[src/hdl/mpdc_pkg.sv]
`timescale 1ns / 1ps
// ----------------------------------------------------------------------------
// mpdc_pkg
// Shared types, codes and constants of the metered pump dispense controller.
// ----------------------------------------------------------------------------
package mpdc_pkg;

    localparam int          NUM_BANDS    = 4;
    localparam int          DFLT_PUMPS   = 9;
    localparam logic [3:0]  TIMED_PUMP   = 4'd7;

    localparam logic [15:0] VOL_SMALL    = 16'd50;
    localparam logic [15:0] VOL_MEDIUM   = 16'd100;
    localparam logic [15:0] VOL_LARGE    = 16'd150;

    // configuration reset values
    localparam logic [15:0] RST_NO_FLOW  = 16'd2000;
    localparam logic [15:0] RST_EDGE_LO  = 16'd50;
    localparam logic [15:0] RST_EDGE_MID = 16'd100;
    localparam logic [15:0] RST_EDGE_HI  = 16'd150;
    localparam logic [15:0] RST_T_SMALL  = 16'd6236;
    localparam logic [15:0] RST_T_MEDIUM = 16'd12208;
    localparam logic [15:0] RST_T_LARGE  = 16'd18400;

    typedef enum logic [2:0] {
        CFG_NO_FLOW   = 3'd0,
        CFG_EDGE_LO   = 3'd1,
        CFG_EDGE_MID  = 3'd2,
        CFG_EDGE_HI   = 3'd3,
        CFG_T_SMALL   = 3'd4,
        CFG_T_MEDIUM  = 3'd5,
        CFG_T_LARGE   = 3'd6
    } t_cfg_idx;

    typedef enum logic [2:0] {
        OP_TICK  = 3'd0,
        OP_PULSE = 3'd1,
        OP_START = 3'd2,
        OP_STOP  = 3'd3,
        OP_CAL   = 3'd4
    } t_op;

    typedef enum logic [2:0] {
        EV_NONE     = 3'd0,
        EV_STARTED  = 3'd1,
        EV_VOLUME   = 3'd2,
        EV_NO_FLOW  = 3'd3,
        EV_TIME     = 3'd4,
        EV_REJECT   = 3'd5,
        EV_STOPPED  = 3'd6,
        EV_CAL      = 3'd7
    } t_event;

    // decoded item held in the input stage
    typedef struct packed {
        t_op         op;
        logic [3:0]  pump;
        logic [15:0] vol;
        logic        start_ok;  // start is legal (pump range, timed volume)
        logic        cal_ok;    // calibration write is legal
        logic [15:0] dur;       // timed run length, zero for metered pumps
    } t_item;

    typedef struct packed {
        logic        pump_on;
        logic [3:0]  active_pump;
        t_event      event_code;
        logic [31:0] pulse_count;
        logic [15:0] elapsed_ms;
    } t_result;

    // factory calibration, Q8.8 pulses per mL, row per pump, band 0..3
    localparam logic [15:0] DFLT_FACTORS [DFLT_PUMPS*NUM_BANDS] = '{
        16'd4608, 16'd5888, 16'd7680, 16'd12800,
        16'd486,  16'd486,  16'd486,  16'd486,
        16'd614,  16'd1331, 16'd1408, 16'd1408,
        16'd768,  16'd2227, 16'd2560, 16'd2560,
        16'd2048, 16'd3328, 16'd3840, 16'd3840,
        16'd1050, 16'd1203, 16'd1326, 16'd1423,
        16'd1050, 16'd799,  16'd599,  16'd438,
        16'd0,    16'd0,    16'd0,    16'd0,
        16'd8013, 16'd8013, 16'd7629, 16'd7296
    };

    function automatic logic [15:0] dflt_factor(input logic [5:0] idx);
        logic [15:0] f;
        f = 16'd0;
        if (idx < 6'(DFLT_PUMPS*NUM_BANDS)) begin
            f = DFLT_FACTORS[idx];
        end
        return f;
    endfunction

endpackage

[src/hdl/mpdc_cal_mem.sv]
`timescale 1ns / 1ps
// ----------------------------------------------------------------------------
// mpdc_cal_mem
// Calibration factor store: one write, one registered read per cycle.
// Entries never written read as the factory factor.
// ----------------------------------------------------------------------------
module mpdc_cal_mem
    import mpdc_pkg::*;
#(
    parameter int NUM_PUMPS = 9
) (
    input  logic        i_clk,
    input  logic        i_rst_n,
    input  logic        i_we,
    input  logic [3:0]  i_wr_pump,
    input  logic [1:0]  i_wr_band,
    input  logic [15:0] i_wr_data,
    input  logic        i_rd_en,
    input  logic [3:0]  i_rd_pump,
    input  logic [1:0]  i_rd_band,
    output logic [15:0] o_rd_data
);

    localparam int DEPTH = NUM_PUMPS * NUM_BANDS;
    localparam int AW    = $clog2(DEPTH);

    logic [15:0]      r_mem [DEPTH];
    logic [DEPTH-1:0] r_valid;
    logic [15:0]      r_rd_data;

    logic [5:0]    wr_full;
    logic [5:0]    rd_full;
    logic [AW-1:0] wr_addr;
    logic [AW-1:0] rd_addr;

    assign wr_full = {i_wr_pump, i_wr_band};
    assign rd_full = {i_rd_pump, i_rd_band};
    assign wr_addr = wr_full[AW-1:0];
    assign rd_addr = rd_full[AW-1:0];

    always_ff @(posedge i_clk) begin
        if (i_we) begin
            r_mem[wr_addr] <= i_wr_data;
        end
    end

    always_ff @(posedge i_clk) begin
        if (!i_rst_n) begin
            r_valid <= '0;
        end else if (i_we) begin
            r_valid[wr_addr] <= 1'b1;
        end
    end

    always_ff @(posedge i_clk) begin
        if (i_rd_en) begin
            r_rd_data <= r_valid[rd_addr] ? r_mem[rd_addr] : dflt_factor(rd_full);
        end
    end

    assign o_rd_data = r_rd_data;

endmodule

[src/hdl/mpdc_run_ctrl.sv]
`timescale 1ns / 1ps
// ----------------------------------------------------------------------------
// mpdc_run_ctrl
// Run state and result register: one item per step, counters saturate.
// ----------------------------------------------------------------------------
module mpdc_run_ctrl
    import mpdc_pkg::*;
(
    input  logic        i_clk,
    input  logic        i_rst_n,
    input  logic        i_step,
    input  t_item       i_item,
    input  logic [15:0] i_factor,
    input  logic [15:0] i_no_flow_limit,
    output t_result     o_result
);

    logic        r_running,  n_running;
    logic [3:0]  r_active,   n_active;
    logic [31:0] r_pulse,    n_pulse;
    logic [15:0] r_idle_ms,  n_idle_ms;
    logic [15:0] r_run_ms,   n_run_ms;
    logic [15:0] r_dur,      n_dur;
    logic [31:0] r_target,   n_target;
    t_result     r_result;

    t_event      ev;
    logic        timed;
    logic [15:0] run_inc;
    logic [15:0] idle_inc;
    logic [31:0] pulse_inc;
    logic        reached_tick;
    logic        reached_pulse;
    logic [31:0] product;

    always_comb begin
        n_running = r_running;
        n_active  = r_active;
        n_pulse   = r_pulse;
        n_idle_ms = r_idle_ms;
        n_run_ms  = r_run_ms;
        n_dur     = r_dur;
        n_target  = r_target;
        ev        = EV_NONE;

        timed     = r_running && (r_active == TIMED_PUMP);
        run_inc   = (r_run_ms  == 16'hFFFF) ? r_run_ms  : r_run_ms  + 16'd1;
        idle_inc  = (r_idle_ms == 16'hFFFF) ? r_idle_ms : r_idle_ms + 16'd1;
        pulse_inc = (r_pulse == 32'hFFFF_FFFF) ? r_pulse : r_pulse + 32'd1;
        // pulses*256 >= target, where target = volume*factor
        reached_tick  = {r_pulse, 8'h00}   >= {8'h00, r_target};
        reached_pulse = {pulse_inc, 8'h00} >= {8'h00, r_target};
        product       = {16'h0000, i_item.vol} * {16'h0000, i_factor};

        unique case (i_item.op)
            OP_TICK: begin
                if (r_running) begin
                    n_run_ms  = run_inc;
                    n_idle_ms = idle_inc;
                    if (timed) begin
                        if (run_inc >= r_dur) begin
                            n_running = 1'b0;
                            ev        = EV_TIME;
                        end
                    end else if (reached_tick) begin
                        n_running = 1'b0;
                        ev        = EV_VOLUME;
                    end else if (idle_inc > i_no_flow_limit) begin
                        n_running = 1'b0;
                        ev        = EV_NO_FLOW;
                    end
                end
            end
            OP_PULSE: begin
                if (r_running && !timed) begin
                    n_pulse   = pulse_inc;
                    n_idle_ms = 16'd0;
                    if (reached_pulse) begin
                        n_running = 1'b0;
                        ev        = EV_VOLUME;
                    end
                end
            end
            OP_START: begin
                n_running = 1'b0;
                ev        = EV_REJECT;
                if (i_item.start_ok) begin
                    n_target  = product;
                    n_dur     = i_item.dur;
                    n_pulse   = 32'd0;
                    n_idle_ms = 16'd0;
                    n_run_ms  = 16'd0;
                    n_active  = i_item.pump;
                    n_running = 1'b1;
                    ev        = EV_STARTED;
                end
            end
            OP_STOP: begin
                n_running = 1'b0;
                ev        = EV_STOPPED;
            end
            OP_CAL: begin
                n_running = 1'b0;
                ev        = i_item.cal_ok ? EV_CAL : EV_REJECT;
            end
            default: begin
                // unused codes: no change
            end
        endcase
    end

    always_ff @(posedge i_clk) begin
        if (!i_rst_n) begin
            r_running <= 1'b0;
            r_active  <= 4'd0;
            r_pulse   <= 32'd0;
            r_idle_ms <= 16'd0;
            r_run_ms  <= 16'd0;
            r_dur     <= 16'd0;
            r_target  <= 32'd0;
        end else if (i_step) begin
            r_running <= n_running;
            r_active  <= n_active;
            r_pulse   <= n_pulse;
            r_idle_ms <= n_idle_ms;
            r_run_ms  <= n_run_ms;
            r_dur     <= n_dur;
            r_target  <= n_target;
        end
    end

    always_ff @(posedge i_clk) begin
        if (i_step) begin
            r_result.pump_on     <= n_running;
            r_result.active_pump <= n_active;
            r_result.event_code  <= ev;
            r_result.pulse_count <= n_pulse;
            r_result.elapsed_ms  <= n_run_ms;
        end
    end

    assign o_result = r_result;

endmodule

[src/hdl/metered_pump_dispense_controller_core.sv]
`timescale 1ns / 1ps
// ----------------------------------------------------------------------------
// metered_pump_dispense_controller_core
// Event-driven controller for one pump at a time: metered runs by flow
// pulses against a calibrated target, a timed pump, no-flow fault.
// ----------------------------------------------------------------------------
// Usage:
//   s_axis carries one event per transfer (tick, flow pulse, start, stop,
//   calibration write); m_axis returns exactly one status per event, in order.
//   Configuration is a plain write port (i_cfg_we / i_cfg_idx / i_cfg_wdata),
//   written by the user only while no event is in flight (not enforced by the
//   block itself); unknown indexes are dropped.
// Stages: input (calibration read), then run-state update into result register.
// Throughput: 1 event per cycle while m_axis_tready is high; widest path is the
//   40-bit pulse*256 >= target compare after the saturating pulse increment.
// Reset (synchronous, i_rst_n low): run stopped, counters and target cleared,
//   config back to defaults, calibration valid bits cleared at once so every
//   entry reads its factory factor; no clearing pass.
// Stall: the result register holds while m_axis_tready is low; one more
//   event is taken into the input stage, then s_axis_tready drops.
// ----------------------------------------------------------------------------
module metered_pump_dispense_controller_core
    import mpdc_pkg::*;
#(
    parameter int NUM_PUMPS = 9
) (
    input  logic        i_clk,
    input  logic        i_rst_n,
    // configuration write
    input  logic        i_cfg_we,
    input  logic [2:0]  i_cfg_idx,
    input  logic [15:0] i_cfg_wdata,
    // event stream in
    input  logic        s_axis_tvalid,
    output logic        s_axis_tready,
    input  logic [39:0] s_axis_tdata,   // pump_sel[3:0], volume_ml[19:4],
                                        // band_sel[21:20], cal_value[37:22], pad
    input  logic [2:0]  s_axis_tuser,   // operation[2:0]
    // status stream out
    output logic        m_axis_tvalid,
    input  logic        m_axis_tready,
    output logic [55:0] m_axis_tdata,   // pump_on[0], active_pump[4:1],
                                        // pulse_count[36:5], elapsed_ms[52:37], pad
    output logic [2:0]  m_axis_tuser    // event_code[2:0]
);

    // configuration registers
    logic [15:0] r_no_flow;
    logic [15:0] r_edge_lo;
    logic [15:0] r_edge_mid;
    logic [15:0] r_edge_hi;
    logic [15:0] r_t_small;
    logic [15:0] r_t_medium;
    logic [15:0] r_t_large;

    always_ff @(posedge i_clk) begin
        if (!i_rst_n) begin
            r_no_flow  <= RST_NO_FLOW;
            r_edge_lo  <= RST_EDGE_LO;
            r_edge_mid <= RST_EDGE_MID;
            r_edge_hi  <= RST_EDGE_HI;
            r_t_small  <= RST_T_SMALL;
            r_t_medium <= RST_T_MEDIUM;
            r_t_large  <= RST_T_LARGE;
        end else if (i_cfg_we) begin
            unique case (t_cfg_idx'(i_cfg_idx))
                CFG_NO_FLOW:  r_no_flow  <= i_cfg_wdata;
                CFG_EDGE_LO:  r_edge_lo  <= i_cfg_wdata;
                CFG_EDGE_MID: r_edge_mid <= i_cfg_wdata;
                CFG_EDGE_HI:  r_edge_hi  <= i_cfg_wdata;
                CFG_T_SMALL:  r_t_small  <= i_cfg_wdata;
                CFG_T_MEDIUM: r_t_medium <= i_cfg_wdata;
                CFG_T_LARGE:  r_t_large  <= i_cfg_wdata;
                default: begin
                    // index out of range: ignored
                end
            endcase
        end
    end

    // input field unpack
    t_op         in_op;
    logic [3:0]  in_pump;
    logic [15:0] in_vol;
    logic [1:0]  in_band;
    logic [15:0] in_cal;

    assign in_op   = t_op'(s_axis_tuser);
    assign in_pump = s_axis_tdata[3:0];
    assign in_vol  = s_axis_tdata[19:4];
    assign in_band = s_axis_tdata[21:20];
    assign in_cal  = s_axis_tdata[37:22];

    // handshake: input stage -> result register
    logic r_a_valid;
    logic r_out_valid;
    logic out_free;
    logic step;
    logic accept;

    assign out_free      = !r_out_valid || m_axis_tready;
    assign step          = r_a_valid && out_free;
    assign s_axis_tready = !r_a_valid || out_free;
    assign accept        = s_axis_tvalid && s_axis_tready;

    always_ff @(posedge i_clk) begin
        if (!i_rst_n) begin
            r_a_valid   <= 1'b0;
            r_out_valid <= 1'b0;
        end else begin
            if (accept) begin
                r_a_valid <= 1'b1;
            end else if (step) begin
                r_a_valid <= 1'b0;
            end
            if (step) begin
                r_out_valid <= 1'b1;
            end else if (m_axis_tready) begin
                r_out_valid <= 1'b0;
            end
        end
    end

    // decode: pump range, band pick, timed volume
    logic        pump_ok;
    logic        is_timed;
    logic [1:0]  band;
    logic        timed_ok;
    logic [15:0] dur;
    t_item       item;
    t_item       r_item;

    assign pump_ok  = {1'b0, in_pump} < 5'(NUM_PUMPS);
    assign is_timed = in_pump == TIMED_PUMP;

    always_comb begin
        if (in_vol <= r_edge_lo) begin
            band = 2'd0;
        end else if (in_vol <= r_edge_mid) begin
            band = 2'd1;
        end else if (in_vol <= r_edge_hi) begin
            band = 2'd2;
        end else begin
            band = 2'd3;
        end
    end

    always_comb begin
        timed_ok = 1'b1;
        dur      = 16'd0;
        if (is_timed) begin
            if (in_vol == VOL_SMALL) begin
                dur = r_t_small;
            end else if (in_vol == VOL_MEDIUM) begin
                dur = r_t_medium;
            end else if (in_vol == VOL_LARGE) begin
                dur = r_t_large;
            end else begin
                timed_ok = 1'b0;
            end
        end
    end

    always_comb begin
        item.op       = in_op;
        item.pump     = in_pump;
        item.vol      = in_vol;
        item.start_ok = pump_ok && timed_ok;
        item.cal_ok   = pump_ok && !is_timed && (in_cal != 16'd0);
        item.dur      = dur;
    end

    always_ff @(posedge i_clk) begin
        if (accept) begin
            r_item <= item;
        end
    end

    // calibration store: write at transfer, read for a start with the pump in range
    logic        cal_we;
    logic        cal_rd;
    logic [15:0] factor;

    assign cal_we = accept && (in_op == OP_CAL) && item.cal_ok;
    assign cal_rd = accept && (in_op == OP_START) && pump_ok;

    mpdc_cal_mem #(
        .NUM_PUMPS (NUM_PUMPS)
    ) u_cal_mem (
        .i_clk     (i_clk),
        .i_rst_n   (i_rst_n),
        .i_we      (cal_we),
        .i_wr_pump (in_pump),
        .i_wr_band (in_band),
        .i_wr_data (in_cal),
        .i_rd_en   (cal_rd),
        .i_rd_pump (in_pump),
        .i_rd_band (band),
        .o_rd_data (factor)
    );

    t_result result;

    mpdc_run_ctrl u_run_ctrl (
        .i_clk           (i_clk),
        .i_rst_n         (i_rst_n),
        .i_step          (step),
        .i_item          (r_item),
        .i_factor        (factor),
        .i_no_flow_limit (r_no_flow),
        .o_result        (result)
    );

    assign m_axis_tvalid = r_out_valid;
    assign m_axis_tdata  = {3'b000, result.elapsed_ms, result.pulse_count,
                            result.active_pump, result.pump_on};
    assign m_axis_tuser  = result.event_code;

    // an accepted event always lands in the input stage
    a_accept_lands: assert property (@(posedge i_clk) disable iff (!i_rst_n)
        accept |=> r_a_valid)
        else $error("accepted event not held in input stage");

    // ready only drops with both stages full
    a_ready_low: assert property (@(posedge i_clk) disable iff (!i_rst_n)
        !s_axis_tready |-> (r_a_valid && r_out_valid))
        else $error("input stalled with a free stage");

    // a started run reports the pump as on
    a_start_on: assert property (@(posedge i_clk) disable iff (!i_rst_n)
        (m_axis_tvalid && (m_axis_tuser == EV_STARTED)) |-> m_axis_tdata[0])
        else $error("start reported with pump off");

    // any ending or rejecting event reports the pump as off
    a_end_off: assert property (@(posedge i_clk) disable iff (!i_rst_n)
        (m_axis_tvalid && ((m_axis_tuser == EV_VOLUME) || (m_axis_tuser == EV_NO_FLOW)
            || (m_axis_tuser == EV_TIME) || (m_axis_tuser == EV_REJECT)
            || (m_axis_tuser == EV_STOPPED) || (m_axis_tuser == EV_CAL)))
        |-> !m_axis_tdata[0])
        else $error("run end reported with pump on");

endmodule
[config.mk]
export PLATFORM = sky130hd
export DESIGN_NAME = metered_pump_dispense_controller_core
export DESIGN_NICKNAME = d
export VERILOG_FILES = /design/src/hdl/mpdc_pkg.sv /design/src/hdl/mpdc_cal_mem.sv /design/src/hdl/mpdc_run_ctrl.sv /design/src/hdl/metered_pump_dispense_controller_core.sv
export SDC_FILE = /design/constraint.sdc
export NUM_CORES = 2
export LEC_CHECK = 0
export BUFFER_PORTS_ARGS = -buffer_cell sky130_fd_sc_hd__buf_2
export CAP_MARGIN = 10
export CORE_AREA = 2 2 340 342
export DETAILED_ROUTE_END_ITERATION = 16
export DIE_AREA = 0 0 342 344
export PLACE_DENSITY = 0.56
export SLEW_MARGIN = 20
export SYNTH_ARGS = -nofsm -noshare
export SYNTH_HDL_FRONTEND = slang
export SYNTH_SLANG_ARGS = --single-unit
[constraint.sdc]
create_clock -name i_clk -period 14.54 [get_ports i_clk]
set_input_delay 0.727 -clock i_clk [delete_from_list [all_inputs] [get_ports i_clk]]
set_output_delay 0.727 -clock i_clk [all_outputs]
set_load 0.01 [all_outputs]
==> summary.md <==
| Metric | Value |
|---|---|
| Outcome | completed |
| Syn. warnings | 0 |
| Final RePlAce weighted congestion | 0.8713 |
| Fin nets | 5228 |
| Vias in the first global route | 34660 |
| Sequential cell area | 26040 sq um |
| Clock slew at reported path FFs | 0.06 ns |
| Part of the Yosys area used for sequential elements | 51.16% |
| Post-CTS setup buffers | 0 |
| Critical path peak fanout | 16 |
| Syn avg cell area | 10.97 sq um |
| Pwr Density | 131.4 nW/um^2 |
| Share of layout cells above drive strength 1 | 9.988% |
| Worst r2r path cells | 21 |
| First-pass GRT wire length | 224100 microns |
| Hold slack | 0.2428 ns |
| RSZ-0062 raised after global routing | no |
| Clk_skew | 0.08103 ns |
| Post-cts sizing count | 0 |
| Multi-input gate area | 22680 sq um |
| Crit path cell chain | and2_1, fa_1, inv_1, fa_1, fa_1, fa_1, inv_1, fa_1, inv_1, fa_1, inv_1, ha_1, a21o_1, a21o_1, a211o_1, a221o_1, a2111oi_0, or4_1, a41oi_1, nor4_1, a211oi_1 |
| Final instance area | 56900 sq um |
| DR vias | 35900 |
| Drt via density | 5.669 |
| Area after DPL | 53370 sq um |
| Ys async rst share | 0% |
| Post-DP HPWL | 98700 microns |
| Slack of the critical path | 7.457 ns |
| Largest area contributor in the netlist | edfxtp_1 |
| Site Rows | 124 |
| Die height | 344 microns |
| Worst r2r dst | u_run_ctrl.r_target[31] |
| Setup WS pre-CTS | 7.422 ns |
| Post-synth EDFFs | 689 |
| Endpoints failing setup | 0 |
| Final period utilization | 48.71% |
| Worst Setup SP | r_item[23] |
| Clk root buf | clkbuf_16 |
| Slew headroom | 19.99% |
| Post-Syn Instances | 4641 |
| Yosys top cell area share | 40.66% |
| Clock tree buffer depth | 3 |
| Io pins | 128 |
| Die W | 342 microns |
| Most frequent CP cell | fa_1 |
| Skew-Pair Late Insertion Delay | 0.75 ns |
| Initial antenna violation count | 11 |
| Drt first pass iters | 5 |
| Worst slew pin tran | 1.196 ns |
| CTS sink count | 956 |
| TritonCTS clock tree | yes |
| CP Capture Type | flop |
| Main synth FF type | edfxtp_1 |
| Max Fclk | 141.2 MHz |
| Core region area | 113900 sq um |
| Leak pwr | 21.48 nW |
| RR Startpoint | r_item[23] |
| Peak VDD IR | 119.4 uV |
| Grt total ovfl | 0 |
| Routed WL per cell | 23.66 microns |
| Fin. Hold Viols | 0 |
| Worst path arrival time | 7.66 ns |
| Layout Utilization | 49.96% |
| Worst Setup Path Type | flop to flop |
| Fin Setup TNS | 0 ns |
| # DRC | 0 |
| Initial DRC Count | 2928 |
| H-tree depth | 3 |
| Top cells by area, synth | edfxtp_1 (41%), dfxtp_1 (11%), fa_1 (7.6%) |
| Tmin final | 7.083 ns |
| Synth-to-layout area growth | 11.80% |
| Number of max-cap violations | 0 |
| Slowest CP cell | edfxtp_1 |
| Crit path to | u_run_ctrl.r_target[31] |
| Num CTS Buffers | 105 |
| Reg2Reg Setup Slack | 7.46 ns |
| CP required | 15.11 ns |
| Slew Viols, Final | 0 |
| PortBufs | 122 |
| Largest net degree at the start of global routing | 112 |
| Total Routing Usage GR | 25.35% |
| CP startpoint kind | flop |
| DRT Wirelength | 149900 microns |
| Initial Utilization | 44.69% |
| Library cells used by synthesis | 90 |
| Synthesis-stage register bit count | 956 |
| CTS Hold Buffers Added | 0 |
| Syn Std Cell Area | 50890 sq um |
| Worst min path class | input pin to flop |
| Filler Cell Count | 10350 |
| Die ar. | 117600 sq um |
| Post-DRT Antenna Nets | 0 |
| CP peak stage delay | 0.70 ns |
[registers in the layout (all words and copies together), names as in the netlist, 4 cells and up]
signal                count
u_cal_mem.r_mem         576
u_run_ctrl.o_result      56
r_item                   41
u_cal_mem.r_valid        36
u_run_ctrl.r_pulse       32
u_run_ctrl.r_target      32
r_edge_hi                16
r_edge_lo                16
r_edge_mid               16
r_no_flow                16
r_t_large                16
r_t_medium               16
r_t_small                16
u_cal_mem.o_rd_data      16
u_run_ctrl.r_dur         16
u_run_ctrl.r_idle_ms     16
u_run_ctrl.r_run_ms      16
u_run_ctrl.r_active       4
[final cells by class]
class | count | share of cell area (%)
repair buffers | 224 | 2.461
clock buffers | 130 | 4.891
clock inverters | 70 | 1.284
well taps | 1512 | 3.325
diodes | 5 | 0.02199
inverters | 362 | 2.395
multi-input cells | 3074 | 39.86
flip-flops and latches | 956 | 45.76
[metrics by stage]
| step | power [W] | cells |
|---|---|---|
| 4_1_cts | 0.007530 | 6328 |
| 3_5_place_dp | 0.004838 | 6128 |
| 3_3_place_gp | 0.004826 | 6128 |
| 6_report | 0.007479 | 6333 |
| 5_1_grt | 0.007858 | 6329 |
| 2_1_floorplan | 0.004350 | 4643 |
[cells in the final DEF, fill, tap and decap left out, types with 45 or more instances in the layout]
cell type    n
nand2_1    672
inv_1      357
dfxtp_1    267
edfxtp_1   689
buf_4      102
nor3_1      45
o21a_1      50
o21ai_0    194
clkbuf_16  106
and2_1     143
nand3_1    126
fa_1       194
buf_2      120
nor2_1     196
ha_1       244
a21boi_0   120
a21oi_1    158
mux2i_1    153
nand4_1     50
[synth_stat cells (24+ instances only)]
cell	n
a31oi_1	38
nand4_1	50
nand2_1	673
nor2b_1	43
o21a_1	51
fa_1	194
ha_1	244
xnor2_1	43
o22ai_1	39
a21oi_1	159
nor3_1	52
a211oi_1	30
xor2_1	24
clkbuf_1	210
inv_1	357
a21o_1	37
and2_1	144
nand3_1	126
o211ai_1	43
a21boi_0	120
a22oi_1	28
o21ai_0	195
and3_1	27
nor2_1	223
or3_1	25
nor4_1	29
edfxtp_1	689
dfxtp_1	267
mux2i_1	153
[where the power goes]
group | internal, W | switching (W) | total [W]
Sequential | 0.00295 | 0.0000368 | 0.00299
Clock | 0.00155 | 0.00115 | 0.00270
Combinational | 0.000713 | 0.00107 | 0.00179
[metal layers]
| layer | vias to the layer above | GRT usage (%) | wire [microns] |
|---|---|---|---|
| met1 | 17810 | 34.63 | 64730 |
| met2 | 1176 | 41.43 | 70090 |
| met5 | - | 0 | 64 |
| li1 | 16640 | - | - |
| met4 | 6 | 8.662 | 5262 |
| met3 | 272 | 3.726 | 9719 |
[critical path, delay by kind of cell (launching register included)]
family                     cells  cell delay (ns)
adders and majority gates      7             3.47
DFF                            1             0.70
buffers and inverters          4             0.20
AOI/OAI and AO/OA              7             1.85
and+or+nand+nor                3             0.71
[how the worst min path moves through the flow]
stage / from / endpoint / slack (ns) / cells past startpoint
global route: s_axis_tuser[1] / r_item[39] / 0.22 / 1
CTS: s_axis_tuser[0] / r_item[38] / 0.21 / 1
detailed placement: u_cal_mem.r_valid[24] / u_cal_mem.r_valid[24] / 0.44 / 1
finish: s_axis_tuser[0] / r_item[38] / 0.24 / 1
global placement: u_cal_mem.r_valid[32] / u_cal_mem.r_valid[32] / 0.44 / 1
floorplan: u_run_ctrl.r_target[25] / u_run_ctrl.r_target[25] / 0.43 / 2
[cell families (layout without fill, tap and decap cells)]
| family | Yosys count | after routing | share of synthesized area, % |
|---|---|---|---|
| and+or+nand+nor | 1476 | 1476 | 13.54 |
| DFF | 956 | 956 | 51.16 |
| other | 1 | 8 | 0.007369 |
| AOI/OAI and AO/OA | 905 | 905 | 11.90 |
| buffers and inverters | 613 | 786 | 4.698 |
| xor gates and xnor gates | 67 | 67 | 1.153 |
| muxes | 185 | 185 | 3.917 |
| adders and majority gates | 438 | 438 | 13.63 |
Note: power is estimated with default switching activity, not from simulation.
